### src/hw/rtl/dtpp_pkg.sv
// types, codes and tables shared by the point plotter modules
package dtpp_pkg;

    // request kinds
    localparam logic [1:0] KIND_CLEAR = 2'd0;
    localparam logic [1:0] KIND_PLOT  = 2'd1;
    localparam logic [1:0] KIND_READ  = 2'd2;

    // configuration register indexes
    localparam int CFG_IW = 8;
    localparam logic [CFG_IW-1:0] CFG_CAMERA = 8'd0;
    localparam logic [CFG_IW-1:0] CFG_NEAR   = 8'd1;
    localparam logic [CFG_IW-1:0] CFG_CSCALE = 8'd2;
    localparam logic [CFG_IW-1:0] CFG_RSCALE = 8'd3;

    // configuration reset values
    localparam logic [15:0] CAMERA_RST = 16'd20480;
    localparam logic [15:0] NEAR_RST   = 16'd410;
    localparam logic [7:0]  CSCALE_RST = 8'd45;
    localparam logic [7:0]  RSCALE_RST = 8'd22;

    localparam logic [6:0]  SPACE_GLYPH = 7'd32;
    localparam logic [15:0] INV_SAT     = 16'hFFFF;
    localparam int          DIV_STEPS   = 16;

    typedef struct packed {
        logic [1:0]         kind;
        logic signed [15:0] pos_x;
        logic signed [15:0] pos_y;
        logic signed [15:0] pos_z;
        logic signed [15:0] brightness;
        logic [11:0]        read_cell;
    } in_item_t;

    typedef struct packed {
        logic        written;
        logic [11:0] cell_index;
        logic [6:0]  glyph;
        logic [15:0] cell_depth;
    } out_item_t;

    typedef enum logic [1:0] {
        RES_ZERO = 2'd0,
        RES_PLOT = 2'd1,
        RES_READ = 2'd2
    } res_sel_t;

    typedef struct packed {
        logic     load_item;
        logic     div_init;
        logic     div_step;
        logic     mul_col;
        logic     mul_row;
        logic     bound;
        logic     addr;
        logic     rd_plot;
        logic     rd_cell;
        logic     plot_write;
        logic     clr_start;
        logic     clr_step;
        logic     res_load;
        res_sel_t res_sel;
    } ctrl_cmd_t;

    typedef struct packed {
        logic [1:0] kind;
        logic       drop;
        logic       div_last;
        logic       off_screen;
        logic       hit;
        logic       clr_last;
    } ctrl_status_t;

    // brightness ramp, darkest first
    function automatic logic [6:0] ramp_glyph(input logic [3:0] idx);
        logic [6:0] g;
        unique case (idx)
            4'd0:    g = 7'h2E;
            4'd1:    g = 7'h2C;
            4'd2:    g = 7'h2D;
            4'd3:    g = 7'h7E;
            4'd4:    g = 7'h3A;
            4'd5:    g = 7'h3B;
            4'd6:    g = 7'h3D;
            4'd7:    g = 7'h21;
            4'd8:    g = 7'h2A;
            4'd9:    g = 7'h23;
            4'd10:   g = 7'h24;
            4'd11:   g = 7'h40;
            default: g = 7'h40;
        endcase
        return g;
    endfunction

endpackage

### src/hw/rtl/dtpp_ctrl.sv
// sequencer for the point plotter: clear sweep, plot steps, cell reads
module dtpp_ctrl import dtpp_pkg::*; (
    input  logic         aclk,
    input  logic         aresetn,
    input  logic         s_valid,
    output logic         s_ready,
    output logic         m_valid,
    input  logic         m_ready,
    input  ctrl_status_t status,
    output ctrl_cmd_t    cmd
);

    typedef enum logic [13:0] {
        ST_INIT  = 14'h0001,
        ST_IDLE  = 14'h0002,
        ST_CLEAR = 14'h0004,
        ST_CHECK = 14'h0008,
        ST_DIV   = 14'h0010,
        ST_MULC  = 14'h0020,
        ST_MULR  = 14'h0040,
        ST_BOUND = 14'h0080,
        ST_ADDR  = 14'h0100,
        ST_READ  = 14'h0200,
        ST_TEST  = 14'h0400,
        ST_RREQ  = 14'h0800,
        ST_RRES  = 14'h1000,
        ST_ZERO  = 14'h2000
    } state_t;

    state_t state_reg, state_next;
    logic   out_valid_reg, out_valid_next;
    logic   out_free;

    assign out_free = !out_valid_reg || m_ready;

    // next state and datapath commands
    always_comb begin
        state_next  = state_reg;
        cmd         = '0;
        cmd.res_sel = RES_ZERO;
        s_ready     = 1'b0;
        unique case (state_reg)
            ST_INIT: begin
                cmd.clr_step = 1'b1;
                if (status.clr_last) begin
                    state_next = ST_IDLE;
                end
            end
            ST_IDLE: begin
                s_ready = 1'b1;
                if (s_valid) begin
                    cmd.load_item = 1'b1;
                    unique case (status.kind)
                        KIND_CLEAR: begin
                            cmd.clr_start = 1'b1;
                            state_next    = ST_CLEAR;
                        end
                        KIND_PLOT: state_next = ST_CHECK;
                        KIND_READ: state_next = ST_RREQ;
                        default:   state_next = ST_ZERO;
                    endcase
                end
            end
            ST_CLEAR: begin
                cmd.clr_step = 1'b1;
                if (status.clr_last) begin
                    state_next = ST_ZERO;
                end
            end
            ST_CHECK: begin
                if (status.drop) begin
                    state_next = ST_ZERO;
                end else begin
                    cmd.div_init = 1'b1;
                    state_next   = ST_DIV;
                end
            end
            ST_DIV: begin
                cmd.div_step = 1'b1;
                if (status.div_last) begin
                    state_next = ST_MULC;
                end
            end
            ST_MULC: begin
                cmd.mul_col = 1'b1;
                state_next  = ST_MULR;
            end
            ST_MULR: begin
                cmd.mul_row = 1'b1;
                state_next  = ST_BOUND;
            end
            ST_BOUND: begin
                cmd.bound  = 1'b1;
                state_next = ST_ADDR;
            end
            ST_ADDR: begin
                if (status.off_screen) begin
                    state_next = ST_ZERO;
                end else begin
                    cmd.addr   = 1'b1;
                    state_next = ST_READ;
                end
            end
            ST_READ: begin
                cmd.rd_plot = 1'b1;
                state_next  = ST_TEST;
            end
            ST_TEST: begin
                if (out_free) begin
                    cmd.res_load   = 1'b1;
                    cmd.plot_write = status.hit;
                    cmd.res_sel    = status.hit ? RES_PLOT : RES_ZERO;
                    state_next     = ST_IDLE;
                end
            end
            ST_RREQ: begin
                cmd.rd_cell = 1'b1;
                state_next  = ST_RRES;
            end
            ST_RRES: begin
                if (out_free) begin
                    cmd.res_load = 1'b1;
                    cmd.res_sel  = RES_READ;
                    state_next   = ST_IDLE;
                end
            end
            ST_ZERO: begin
                if (out_free) begin
                    cmd.res_load = 1'b1;
                    state_next   = ST_IDLE;
                end
            end
            default: state_next = ST_INIT;
        endcase
    end

    // output register valid flag
    always_comb begin
        if (cmd.res_load) begin
            out_valid_next = 1'b1;
        end else if (m_ready) begin
            out_valid_next = 1'b0;
        end else begin
            out_valid_next = out_valid_reg;
        end
    end

    always_ff @(posedge aclk) begin
        if (!aresetn) begin
            state_reg     <= ST_INIT;
            out_valid_reg <= 1'b0;
        end else begin
            state_reg     <= state_next;
            out_valid_reg <= out_valid_next;
        end
    end

    assign m_valid = out_valid_reg;

endmodule

### config.mk
export PLATFORM = sky130hd
export DESIGN_NAME = dtpp_ctrl
export DESIGN_NICKNAME = d
export VERILOG_FILES = /design/src/hw/rtl/dtpp_pkg.sv /design/src/hw/rtl/dtpp_ctrl.sv
export SDC_FILE = /design/constraint.sdc
export NUM_CORES = 1
export LEC_CHECK = 0
export ABC_AREA = 1
export BUFFER_PORTS_ARGS = -buffer_cell sky130_fd_sc_hd__buf_2
export CAP_MARGIN = 20
export CORE_MARGIN = 10
export CORE_UTILIZATION = 35
export DETAILED_ROUTE_END_ITERATION = 8
export PLACE_DENSITY = 0.61
export SYNTH_ARGS = -nofsm -noshare
export SYNTH_HDL_FRONTEND = slang
export SYNTH_SLANG_ARGS = --single-unit
export TNS_END_PERCENT = 1
### constraint.sdc
create_clock -name aclk -period 1.68 [get_ports aclk]
set_clock_uncertainty 0.1 [all_clocks]
set_input_delay 0.084 -clock aclk [delete_from_list [all_inputs] [get_ports aclk]]
set_output_delay 0.084 -clock aclk [all_outputs]
set_load 0.02 [all_outputs]
==> impl_metrics.json, run 1 <==
{
  "violations": "negative setup slack",
  "path_clk_slew_ps": 100,
  "largest_reg_flops": 14,
  "reg2reg_slack_ps": -20,
  "die_h_um": 78.6,
  "max_cap_violations": 0,
  "first_iter_violations": 52,
  "ys_ff_latch": 15,
  "dieWidth_um": 78.6,
  "placed_area_um2": 1410,
  "vias_per_cell": 4.58,
  "power_frac_seq": 0.237,
  "max_stage_delay_ps": 340,
  "dpl.hpwl_um": 2470,
  "nets": 245,
  "synth_top_area_cell": "dfxtp_1",
  "drtPass1Iterations": 4,
  "finalHoldViolCount": 0,
  "drive_gt1_frac": 0.446,
  "area_growth_pct": 42.6,
  "synth_ff_type": "dfxtp_1",
  "postRouteAntennaNets": 0,
  "seq_area_frac_synth": 0.250,
  "hold_class": "in -> reg",
  "max_slew.worst_pin.slew_ps": 324,
  "final_area_um2": 1710,
  "cts.sinks": 15,
  "slew_viol_final": 0,
  "fp.coreArea_um2": 3340,
  "htreeDepth": 1,
  "finalSetupViolCount": 7,
  "cts_buffer_depth": 2,
  "drc": 0,
  "avgRoutedWirePerCell_um": 12.5,
  "arrival_ps": 1530,
  "synthCells": 188,
  "io_buffers": 27,
  "min_period_ps": 1710,
  "gr-total-overflow": 0,
  "crit_chain": "nor2_4 -> nand2_4 -> nor2_8 -> nand2_2 -> nand3_2 -> inv_2 -> nor2_2 -> buf_4",
  "antenna_found_initial": 0,
  "relSlewSlack": 0.782,
  "vias": 1279,
  "syn_nets": 199,
  "grtUsageTotal": 0.112,
  "ys.warnings.count": 0,
  "cts_buffers": 3,
  "wl_um": 3470,
  "synth_cell_types": 26,
  "p_int_w": 0.00103,
  "crit_type": "reg -> out",
  "clock_power_share": 0.110,
  "tritoncts": "yes",
  "grt_pass1_wl_um": 5810,
  "rsz0062_at_grt": "true",
  "initial_utilization": 0.360,
  "row_count": 21,
  "p_per_area_nw_per_um2": 1190,
  "syn_area_per_cell_um2": 6.40,
  "gp_congestion": 0.878,
  "required_ps": 1500,
  "grt_max_degree": 14,
  "synth_area_um2": 1200,
  "synthTopCellsByArea": "dfxtp_1, nand2_1, inv_1",
  "diodes": 0,
  "crit_path_end_kind": "output port",
  "synth-edff-count": 0,
  "fmax_mhz": 584,
  "clock_latency_ps": 290,
  "leakagePower_nw": 0.963,
  "period_share": 1.02,
  "combPwrFrac": 0.652,
  "cp_slowest_cell": "dfxtp_2",
  "crit_fanout": 8,
  "layout_setup_ws_ps": -31.4,
  "die-area_um2": 6180,
  "synth_top_area_share": 0.250,
  "async_flop_share": 0,
  "status": "finished with violations",
  "p_sw_frac": 0.496,
  "multiInputGateArea_um2": 843,
  "finalPower_w": 0.00204,
  "ioPinCount": 28,
  "hold_slack_ps": 21.0,
  "grt_pass1_vias": 1331,
  "peakVddDrop_mv": 0.601,
  "ctsRootBufferMaster": "clkbuf_4",
  "critPathLaunchType": "flip-flop",
  "switchingPower_w": 0.00101,
  "seq_area_um2": 324,
  "n_fill_cell": 346
}
area by class of cell:
type	instances	share of cell area
well taps	46	0.0336
flip-flops and latches	15	0.189
inverters	37	0.0883
repair buffers	44	0.182
multi-input cells	133	0.492
clock buffers	4	0.0153
cells by family after synthesis:
group | synth area share
AO/OA/AOI/OAI | 0.0333
buffers and inverters | 0.138
flip-flops | 0.250
AND/OR/NAND/NOR | 0.579
layout by cell type (no fill, tap or decap), types with 2 or more instances in the layout:
cell type and n:
o21ai_1 5, nand2_4 9, dfxtp_4 3, nand2_2 5
dfxtp_1 2, nand2_1 32, nand3_2 4, nand3_1 10
nand3_4 2, nor2_1 32, nor4_2 3, inv_1 32
buf_6 5, clkbuf_4 3, nor2_4 9, buf_2 17
dlygate4sd3_1 2, buf_4 20, nor2_2 2, inv_2 3
nor2_8 2, nor3_1 5, nand4_1 5, dfxtp_2 10
path summary, 6_finish.rpt:
kind              cells after the start         start            end
hold reg to reg                       2  state_reg[0]   state_reg[0]
setup / recovery                      8  state_reg[7]         cmd[2]
hold / removal                        4       m_ready        m_valid
setup reg to reg                     11  state_reg[5]  state_reg[11]
per-layer routing:
| metal | GRT usage | wire length (um) | vias up |
|---|---|---|---|
| met5 | 0 | 0 | - |
| li1 | - | - | 671 |
| met1 | 0.134 | 1510 | 572 |
| met4 | 0.0341 | 12 | 0 |
| met3 | 0.0228 | 195 | 2 |
| met2 | 0.196 | 1750 | 34 |
worst max-delay path, delay by kind of cell (launching register included):
| family | cells | cell delay, ps |
|---|---|---|
| AND/OR/NAND/NOR | 6 | 700 |
| flip-flops | 1 | 340 |
| buffers and inverters | 2 | 180 |
Yosys cell counts (3+ instances only):
master,instances
nor2_2,6
nor2_1,35
nand2_1,37
nor3_1,6
nand3_1,12
inv_1,35
o21ai_1,5
nand2_2,3
dfxtp_1,15
nand2_4,6
nand4_1,5
nor4_1,3
power by group through the flow:
| stage | registers, W | logic (W) | clock network (W) |
|---|---|---|---|
| finish | 0.000485 | 0.00133 | 0.000225 |
| global route | 0.000493 | 0.00146 | 0.000244 |
| CTS | 0.000481 | 0.00126 | 0.000226 |
| floorplan | 0.000466 | 0.000864 | 0 |
| detailed placement | 0.000471 | 0.00108 | 0 |
| global placement | 0.000469 | 0.00109 | 0 |
timing repair:
item / 4_1_cts / 5_1_grt
setup endpoints to repair: 13 / 29
setup buffers: 9 / 2
endpoints found under the hold margin: 2 / 0
hold buffers: 2 / 0
pin swaps: 12 / 6
gates resized for setup: 33 / 28
per-stage QoR:
| stage | setup TNS, ps | util | std cells | worst slack (ps) |
|---|---|---|---|---|
| 2_1_floorplan | -161 | - | 188 | -80.3 |
| 3_3_place_gp | 0 | 0.421 | 262 | 22.8 |
| 3_5_place_dp | 0 | 0.421 | 262 | 25.6 |
| 4_1_cts | -128 | 0.486 | 277 | -27.6 |
| 5_1_grt | -1850 | 0.514 | 279 | -117 |
| 6_report | -119 | 0.514 | 279 | -31.4 |
No activity file was read; power rests on OpenSTA's default activity.
==> run 2, diff against run 1 <==
- CELL_PAD_IN_SITES_DETAIL_PLACEMENT: not set -> 0
- CELL_PAD_IN_SITES_GLOBAL_PLACEMENT: not set -> 1
- GPL_TIMING_DRIVEN: not set -> 0
- PLACE_DENSITY: 0.61 -> 0.81
- RECOVER_POWER: not set -> 50
==> impl_metrics.json, run 2 (same netlist as run 1, synthesis figures left out) <==
{
  "status": "finished with violations",
  "violations": "negative setup slack",
  "grt_max_degree": 11,
  "min_period_ps": 1710,
  "diodes": 0,
  "final_area_um2": 1830,
  "postRouteAntennaNets": 0,
  "max_stage_delay_ps": 350,
  "die-area_um2": 6180,
  "startpoint": "state_reg[7]",
  "initial_utilization": 0.360,
  "most-common-layout-cells": "inv_1, nand2_1, nor2_1",
  "cp_top_family": "simple AND/OR/NAND/NOR gates",
  "grt_pass1_wl_um": 5700,
  "rsz0062_at_grt": "true",
  "drive_gt1_frac": 0.460,
  "area_growth_pct": 52.0,
  "critPathLaunchType": "flip-flop",
  "drc": 0,
  "antenna_found_initial": 0,
  "finalSetupViolCount": 6,
  "crit_path_end_kind": "output port",
  "htreeDepth": 1,
  "layout_setup_ws_ps": -33.8,
  "hp-start": "status[4]",
  "slew_viol_final": 0,
  "vias": 1306,
  "final_common_cell": "inv_1",
  "placed_area_um2": 1400,
  "leakagePower_nw": 0.974,
  "period_share": 1.02,
  "vias_per_cell": 4.61,
  "finalHoldViolCount": 0,
  "tritoncts": "yes",
  "p_per_area_nw_per_um2": 1200,
  "io_buffers": 27,
  "path_buf_inv": 2,
  "required_ps": 1500,
  "max_slew.worst_pin.slew_ps": 268,
  "grtUsageTotal": 0.112,
  "dpl.hpwl_um": 2430,
  "crit_chain": "nor2_4 -> nand2_4 -> nor2_8 -> buf_6 -> nand2_2 -> nor2_4 -> buf_6",
  "dp.cells": 261,
  "nets": 249,
  "finalNonFillerCells": 283,
  "fmax_mhz": 583,
  "n_fill_cell": 331,
  "die_h_um": 78.6,
  "gp_congestion": 0.775,
  "crit_type": "reg -> out",
  "first_iter_violations": 59,
  "cts_buffer_depth": 2,
  "row_count": 21,
  "reg2reg_from": "state_reg[5]",
  "wl_um": 3460,
  "hold_class": "in -> reg",
  "crit_fanout": 6,
  "relSlewSlack": 0.820,
  "hold_slack_ps": 4.76,
  "largest_reg_flops": 14,
  "cts_buffers": 3,
  "arrival_ps": 1530,
  "drtPass1Iterations": 4,
  "max_cap_violations": 0,
  "dieWidth_um": 78.6,
  "peakVddDrop_mv": 0.525,
  "gr-total-overflow": 0,
  "grt_pass1_vias": 1279,
  "place_ws_ps": 15.7,
  "ctsRootBufferMaster": "clkbuf_4",
  "fp.coreArea_um2": 3340,
  "cts.sinks": 15,
  "ioPinCount": 28,
  "cp_slowest_cell": "dfxtp_2",
  "avgRoutedWirePerCell_um": 12.2,
  "clock_latency_ps": 290,
  "path_clk_slew_ps": 90
}
## run 2: changes by cell type in the layout (fill, tap and decap cells not counted), moves of 3 or more
| cell | change |
|---|---|
| nor2_1 | -8 |
| buf_2 | -4 |
| dfxtp_1 | +4 |
| dfxtp_2 | -4 |
| nor2_2 | +4 |
| nor2_4 | +4 |
| buf_4 | +3 |
| buf_6 | +3 |
| nand3_2 | -3 |
## run 2: final cells by class
class / count / area (um2) / area share
multi-input cells: 133 / 915 / 0.500
clock buffers: 4 / 26.3 / 0.0144
well taps: 46 / 57.6 / 0.0315
inverters: 37 / 149 / 0.0815
flip-flops and latches: 15 / 319 / 0.175
plain buffers: 2 / 12.5 / 0.00684
repair buffers: 46 / 349 / 0.191
## run 2: path summary, 6_finish.rpt
kind,cells past startpoint,to,slack (ps)
setup / recovery,7,cmd[8],-30
hold / removal,4,state_reg[4],5
setup reg to reg,11,state_reg[11],-30
hold reg to reg,2,state_reg[0],390
## run 2: worst register-to-register path, stage by stage (launching register included)
cell and delay, ps:
dfxtp_2 370, nor2_4 60, nand2_4 140, buf_6 150, nor2_4 50, nand2_4 70, nand2_4 60, nand2_4 80
nand3_4 150, nor2_8 230, nand4_1 130, inv_1 70
## run 2: power by group
part / switching, W / total, W / internal (W)
Combinational: 0.000909 / 0.00150 / 0.000589
Clock: 0.000120 / 0.000212 / 0.0000923
Sequential: 0.0000618 / 0.000480 / 0.000419
## run 2: timing repair
item,4_1_cts,5_1_grt
setup endpoints to repair,12,29
resized for setup,32,48
hold buffers,3,0
pin swaps,9,16
buffers inserted,12,4
hold endpoints to repair,5,0
## run 2: metrics by stage
stage / utilization / setup TNS, ps / total power (W)
floorplan: - / -161 / 0.00133
global placement: 0.418 / 0 / 0.00154
detailed placement: 0.418 / 0 / 0.00155
CTS: 0.492 / -258 / 0.00198
global route: 0.548 / -1750 / 0.00235
finish: 0.548 / -85.8 / 0.00219
## run 2: routing by layer
layer / part of all wire / track usage / vias up / wire length [um]
li1: - / - / 689 / -
met4: 0.014 / 0.0430 / 0 / 49
met5: 0 / 0 / - / 0
met2: 0.50 / 0.193 / 25 / 1720
met3: 0.043 / 0.0251 / 6 / 148
met1: 0.44 / 0.131 / 586 / 1540
